[src/rtl/core/sact_pkg.sv]
`timescale 1ns / 1ps
// ----------------------------------------------------------------------------
// sact_pkg
// Shared types and constants for the set-associative cache tag store.
// ----------------------------------------------------------------------------
package sact_pkg;

    localparam int ADDR_W  = 64;
    localparam int CNT_W   = 32;
    localparam int LOFF_W  = 5;
    localparam int KIND_W  = 2;

    localparam logic [LOFF_W-1:0] LOFF_RESET = 5'd6;

    localparam logic [KIND_W-1:0] KIND_PROBE = 2'd0;
    localparam logic [KIND_W-1:0] KIND_FILL  = 2'd1;
    localparam logic [KIND_W-1:0] KIND_CLEAR = 2'd2;

    typedef enum logic [2:0] {
        S_CLEAR,
        S_IDLE,
        S_INDEX,
        S_READ,
        S_CMP
    } t_state;

    typedef struct packed {
        logic load_item;
        logic idx_step;
        logic mem_rd;
        logic commit;
        logic clr_step;
    } t_dp_cmd;

    typedef struct packed {
        logic idx_done;
        logic clr_done;
        logic out_busy;
    } t_dp_sts;

endpackage

[src/rtl/core/sact_ctrl.sv]
`timescale 1ns / 1ps
// ----------------------------------------------------------------------------
// sact_ctrl
// Sequencer: clearing pass after reset, then one word at a time through
// set index, set read and compare/update.
// ----------------------------------------------------------------------------
module sact_ctrl (
    input  logic              i_clk,
    input  logic              i_rst_n,
    input  logic              i_valid,
    output logic              o_ready,
    input  sact_pkg::t_dp_sts i_sts,
    output sact_pkg::t_dp_cmd o_cmd
);

    sact_pkg::t_state r_state;
    sact_pkg::t_state n_state;

    always_ff @(posedge i_clk) begin
        if (!i_rst_n) begin
            r_state <= sact_pkg::S_CLEAR;
        end else begin
            r_state <= n_state;
        end
    end

    always_comb begin
        n_state = r_state;
        unique case (r_state)
            sact_pkg::S_CLEAR: begin
                if (i_sts.clr_done) n_state = sact_pkg::S_IDLE;
            end
            sact_pkg::S_IDLE: begin
                if (i_valid) n_state = sact_pkg::S_INDEX;
            end
            sact_pkg::S_INDEX: begin
                if (i_sts.idx_done) n_state = sact_pkg::S_READ;
            end
            sact_pkg::S_READ: begin
                n_state = sact_pkg::S_CMP;
            end
            sact_pkg::S_CMP: begin
                if (!i_sts.out_busy) n_state = sact_pkg::S_IDLE;
            end
            default: begin
                n_state = sact_pkg::S_CLEAR;
            end
        endcase
    end

    always_comb begin
        o_cmd   = '0;
        o_ready = 1'b0;
        unique case (r_state)
            sact_pkg::S_CLEAR: begin
                o_cmd.clr_step = 1'b1;
            end
            sact_pkg::S_IDLE: begin
                o_ready         = 1'b1;
                o_cmd.load_item = i_valid;
            end
            sact_pkg::S_INDEX: begin
                o_cmd.idx_step = 1'b1;
            end
            sact_pkg::S_READ: begin
                o_cmd.mem_rd = 1'b1;
            end
            sact_pkg::S_CMP: begin
                // hold until the output register can take the word
                o_cmd.commit = !i_sts.out_busy;
            end
            default: begin
                o_cmd = '0;
            end
        endcase
    end

endmodule

[config.mk]
export PLATFORM = sky130hd
export DESIGN_NAME = sact_ctrl
export DESIGN_NICKNAME = d
export VERILOG_FILES = /design/src/rtl/core/sact_pkg.sv /design/src/rtl/core/sact_ctrl.sv
export SDC_FILE = /design/constraint.sdc
export NUM_CORES = 1
export LEC_CHECK = 0
export BUFFER_PORTS_ARGS = -buffer_cell sky130_fd_sc_hd__buf_2
export CORE_AREA = 5 5 42 44
export CTS_CLUSTER_SIZE = 30
export DETAILED_ROUTE_END_ITERATION = 7
export DIE_AREA = 0 0 47 49
export PLACE_DENSITY = 0.45
export SLEW_MARGIN = 20
export SYNTH_ARGS = -nofsm -noshare
export SYNTH_HDL_FRONTEND = slang
export SYNTH_SLANG_ARGS = --single-unit
[constraint.sdc]
create_clock -name i_clk -period 2.6 [get_ports i_clk]
set_clock_uncertainty 0.05 [all_clocks]
set_input_delay 0.52 -clock i_clk [delete_from_list [all_inputs] [get_ports i_clk]]
set_output_delay 0.52 -clock i_clk [all_outputs]
set_load 0.02 [all_outputs]
==> flow_metrics.env, run 1 <==
export IMPL_status="finished clean"
export IMPL_fp_dieArea_um2=2300
export IMPL_hold_viol=0
export IMPL_grt_pass1_wl_um=952
export IMPL_drc=0
export IMPL_synth_area_leader_cell="dfxtp_1"
export IMPL_layout_common_cells="11 x buf_2, 3 x nor2b_1, 3 x clkbuf_4, 3 x dfxtp_1"
export IMPL_met3_usage_pct=2.58
export IMPL_ff2ff_setup_slack_ns=1.44
export IMPL_synth_top_area_share_pct=27.7
export IMPL_num_rows=14
export IMPL_grt_use_total_pct=5.92
export IMPL_cts_buffers=3
export IMPL_worstRegToRegCells=3
export IMPL_endpoint_kind="primary output"
export IMPL_antenna_found_initial=0
export IMPL_avgSynthCellArea_um2=8.66
export IMPL_reg2reg_from="r_state[0]"
export IMPL_start_kind="flop"
export IMPL_setup_viol=0
export IMPL_n_antenna_cell=0
export IMPL_synth_area_um2=216
export IMPL_arrival_ns=1.19
export IMPL_worst_pin_slew_ns=0.287
export IMPL_dp_hpwl_um=399
export IMPL_top_register="r_state"
export IMPL_die_h_um=49
export IMPL_ant_nets=0
export IMPL_core_area_um2=1400
export IMPL_drt_wl_total_um=518
export IMPL_grt_setup_unrepaired="no"
export IMPL_cts_resized=0
export IMPL_avgRoutedWirePerCell_um=9.59
export IMPL_cap_violations=0
export IMPL_largestRegisters="r_state (3)"
export IMPL_htree_levels=1
export IMPL_cellPowerDensity_nw_per_um2=575
export IMPL_cts_hold_buf=0
export IMPL_area_delta_synth_final_pct=39.3
export IMPL_total_power_mw=0.173
export IMPL_drtIter0Drc=3
export IMPL_vias=215
export IMPL_nNetsFinal=45
export IMPL_fin_crit_ns=1.76
export IMPL_firstDrtPassIters=4
export IMPL_worst_ep_required_time_ns=2.03
export IMPL_largest_reg_flops=3
export IMPL_start_util_pct=15.4
export IMPL_routabilityCongestion=0.628
export IMPL_top_usage_layer="met1"
export IMPL_ys_types=19
export IMPL_yosys_warnings=0
export IMPL_cts_tree="done"
export IMPL_mostFrequentLayoutCell="buf_2"
export IMPL_via_per_inst=3.98
export IMPL_synthTopCellsByArea="dfxtp_1 28%, nor2b_1 8.7%, a31oi_1 5.8%"
export IMPL_critical_path_max_fanout=9
export IMPL_slew_viol_final=0
export IMPL_finalSetupTns_ns=0
export IMPL_hold_path_class="input port to flop"
export IMPL_ir_drop_mv=0.202
export IMPL_synth_nets=31
export IMPL_cts_setup_buffers=0
export IMPL_slew_limit_headroom_pct=80.9
export IMPL_holdWs_ns=0.487
export IMPL_io_pins=12
export IMPL_ctsLongestPathBuffers=2
export IMPL_yosysSeqAreaShare_pct=27.7
export IMPL_grt_pass1_vias=225
export IMPL_min_from="i_rst_n"
export IMPL_syn_inst=25
export IMPL_use_met1_pct=7.69
export IMPL_grt_overflow=0
export IMPL_leakagePower_nw=0.144
export IMPL_clk_pin_slew_ns=0.04
export IMPL_portBuffers=11
export IMPL_rr_endpoint="r_state[0]"
export IMPL_max_clock_freq_ghz=0.570
export IMPL_ys_seq_elements=3
export IMPL_clk_latency_ns=0.23
export IMPL_drive_above_1_share_pct=50.0
export IMPL_clkSinkCount=3
export IMPL_nFillCells=168
export IMPL_setup_worst_path_end="o_cmd[1]"
export IMPL_min_period_over_period_pct=67.5
export IMPL_worstSetupStartpoint="r_state[2]"
export IMPL_die_w_um=47
export IMPL_met2_usage_pct=6.79
export IMPL_crit_type="flop to primary output"
export IMPL_grt_max_degree=11
export IMPL_clock_root_buffer="clkbuf_4"
[where the power goes]
group / switching (mW) / leakage (nW) / internal [mW] / total (mW)
combinational: 0.0191 / 0.105 / 0.0171 / 0.0362
sequential: 0.00592 / 0.0245 / 0.0492 / 0.0552
clock: 0.0245 / 0.0150 / 0.0575 / 0.0820
total: 0.0495 / 0.144 / 0.124 / 0.173
[routing by layer]
| metal | part of all wire [%] | up-vias |
|---|---|---|
| met3 | 11 | 0 |
| met5 | 0 | - |
| met2 | 43 | 8 |
| li1 | - | 113 |
| met1 | 46 | 94 |
| met4 | 0 | 0 |
[logic make-up (layout without fill, tap and decap cells)]
kind of cell / after synthesis / in the layout / share of synthesized area (%)
and+or+nand+nor: 14 / 14 / 46.2
AOI/OAI and AO/OA: 4 / 4 / 11.6
DFF: 3 / 3 / 27.7
buffers and inverters: 3 / 16 / 9.24
muxes: 1 / 1 / 5.20
[cells in the mapped netlist]
library cell	instances
dfxtp_1	3
nor2b_1	3
a31oi_1	2
nor2_1	2
a21boi_1	1
and2_1	1
and2_2	1
and3_2	1
and3b_1	1
and4bb_1	1
buf_2	1
buf_6	1
inv_1	1
mux2_2	1
nand2_2	1
nor3_1	1
nor3b_1	1
nor3b_2	1
o21ai_1	1
[per-stage QoR]
| stage | setup WS (ns) | cells | area, um^2 | utilization [%] |
|---|---|---|---|---|
| floorplan | 1.06 | 25 | 216 | - |
| global placement | 0.987 | 50 | 275 | 19.6 |
| detailed placement | 1.00 | 50 | 275 | 19.6 |
| CTS | 0.822 | 54 | 302 | 21.5 |
| global route | 0.756 | 54 | 302 | 21.5 |
| finish | 0.845 | 54 | 302 | 21.5 |
[worst max-delay path, stage by stage (launching register included)]
cell and delay, ns:
dfxtp_1 0.47, nor2b_1 0.20, and2_1 0.13, buf_2 0.16
[layout make-up]
cell class / instances / area (um^2) / area share [%]
Multi-Input combinational cell: 19 / 136 / 45.2
Timing Repair Buffer: 11 / 55.1 / 18.3
Inverter: 1 / 3.75 / 1.24
Tap cell: 16 / 20.0 / 6.64
Sequential cell: 3 / 60.1 / 19.9
Clock buffer: 4 / 26.3 / 8.71
[worst min-delay path by stage]
stage,endpoint,slack (ns),cells after the start
2_1_floorplan,r_state[1],0.49,2
4_1_cts,r_state[2],0.48,2
5_1_grt,r_state[2],0.52,2
3_5_place_dp,r_state[1],0.55,1
3_3_place_gp,r_state[1],0.54,1
6_report,r_state[2],0.49,2
Note: power is estimated with default switching activity, not from simulation.
==> inputs of run 2 (changes only) <==
==> constraint.sdc (replaced) <==
create_clock -name i_clk -period 1.8 [get_ports i_clk]
set_clock_uncertainty 0.05 [all_clocks]
set_input_delay 0.36 -clock i_clk [delete_from_list [all_inputs] [get_ports i_clk]]
set_output_delay 0.36 -clock i_clk [all_outputs]
set_load 0.02 [all_outputs]
==> run 2 against run 1 <==
  * Critical path type unchanged
  * Clock power up 39%
  * Highest routed layer unchanged
  * Register-to-register slack got worse by 0.76 ns
  * Global-route usage fell by 0.92 points
  * Via count shrank 2.3%
==> flow_metrics.env, run 2 (synthesized netlist as in run 1, its figures left out) <==
export IMPL_status="finished clean"
export IMPL_worstSetupStartpoint="r_state[2]"
export IMPL_setup_viol=0
export IMPL_clk_pin_slew_ns=0.03
export IMPL_cap_violations=0
export IMPL_die_w_um=47
export IMPL_crit_chain="nor2b_1, and2_1, buf_2"
export IMPL_min_from="i_rst_n"
export IMPL_reg2reg_from="r_state[0]"
export IMPL_die_h_um=49
export IMPL_cts_setup_buffers=0
export IMPL_antenna_found_initial=0
export IMPL_grt_max_degree=11
export IMPL_finalSetupTns_ns=0
export IMPL_nNetsFinal=45
export IMPL_slew_viol_final=0
export IMPL_vias=210
export IMPL_leakagePower_nw=0.144
export IMPL_fin_util_pct=21.5
export IMPL_drc=0
export IMPL_portBuffers=11
export IMPL_layout_setup_ws_ns=0.213
export IMPL_grt_overflow=0
export IMPL_clkSinkCount=3
export IMPL_fin_crit_ns=1.59
export IMPL_worst_ep_required_time_ns=1.39
export IMPL_grt_use_total_pct=5.00
export IMPL_dp_slack_ns=0.450
export IMPL_cts_hold_buf=0
export IMPL_drive_above_1_share_pct=50.0
export IMPL_io_pins=12
export IMPL_routabilityCongestion=0.643
export IMPL_firstDrtPassIters=2
export IMPL_total_power_mw=0.246
export IMPL_drt_wl_total_um=503
export IMPL_largest_reg_flops=3
export IMPL_num_rows=14
export IMPL_cts_tree="done"
export IMPL_grt_pass1_vias=208
export IMPL_avgRoutedWirePerCell_um=9.31
export IMPL_layout_common_cells="11 x buf_2, 3 x nor2b_1, 3 x clkbuf_4, 3 x dfxtp_1"
export IMPL_start_kind="flop"
export IMPL_holdWs_ns=0.331
export IMPL_area_delta_synth_final_pct=39.3
export IMPL_core_area_um2=1400
export IMPL_endpoint_kind="primary output"
export IMPL_drtIter0Drc=1
export IMPL_n_antenna_cell=0
export IMPL_postLayoutCellArea_um2=302
export IMPL_cts_buffers=3
export IMPL_dp_cells=50
export IMPL_arrival_ns=1.18
export IMPL_grt_pass1_wl_um=814
export IMPL_hold_viol=0
export IMPL_largestRegisters="r_state (3)"
export IMPL_cp_slowest_stage_delay_ns=0.46
export IMPL_ctsLongestPathBuffers=2
export IMPL_start_util_pct=15.4
export IMPL_critical_path_max_fanout=9
export IMPL_max_clock_freq_ghz=0.630
export IMPL_via_per_inst=3.89
export IMPL_hold_path_class="input port to flop"
export IMPL_ant_nets=0
export IMPL_clk_latency_ns=0.22
export IMPL_top_register="r_state"
export IMPL_slew_limit_headroom_pct=81.7
export IMPL_clock_root_buffer="clkbuf_4"
export IMPL_stdcell_count=54
export IMPL_mostFrequentLayoutCell="buf_2"
export IMPL_crit_slowest_cell="dfxtp_1"
export IMPL_grt_setup_unrepaired="no"
export IMPL_fp_dieArea_um2=2300
export IMPL_cellPowerDensity_nw_per_um2=814
export IMPL_cts_resized=0
export IMPL_dpl_cell_area_um2=275
export IMPL_htree_levels=1
export IMPL_worst_pin_slew_ns=0.274
export IMPL_crit_type="flop to primary output"
export IMPL_nFillCells=176
export IMPL_min_period_over_period_pct=88.2
export IMPL_ir_drop_mv=0.435
run 2: cell counts in the layout (fill, tap and decap cells not counted):
No cell type changed its count.
run 2: cell type report:
type                            count  area [um^2]  share of cell area (%)
Tap cell                           16         20.0                    6.64
Timing Repair Buffer               11         55.1                    18.3
Inverter                            1         3.75                    1.24
Multi-Input combinational cell     19          136                    45.2
Clock buffer                        4         26.3                    8.71
Sequential cell                     3         60.1                    19.9
run 2: layer usage:
layer | GRT usage (%) | routed length (um)
met3 | 3.69 | 57
met1 | 5.48 | 224
met2 | 7.47 | 221
met4 | 1.38 | 0
met5 | 0 | 0
run 2: path summary, 6_finish.rpt:
path | to | slack (ns) | cells past startpoint
setup reg to reg | r_state[0] | 0.68 | 3
hold reg to reg | r_state[1] | 0.54 | 1
hold / removal | r_state[2] | 0.33 | 2
setup / recovery | o_cmd[1] | 0.21 | 3
run 2: power breakdown:
group	internal, mW	total [mW]	switching, mW
combinational	0.0246	0.0523	0.0276
clock	0.0828	0.114	0.0310
sequential	0.0712	0.0794	0.00825
run 2: critical path, delay by kind of cell (launching register included):
kind	cells	cell delay, ns
DFF	1	0.46
and+or+nand+nor	2	0.34
buffers and inverters	1	0.16
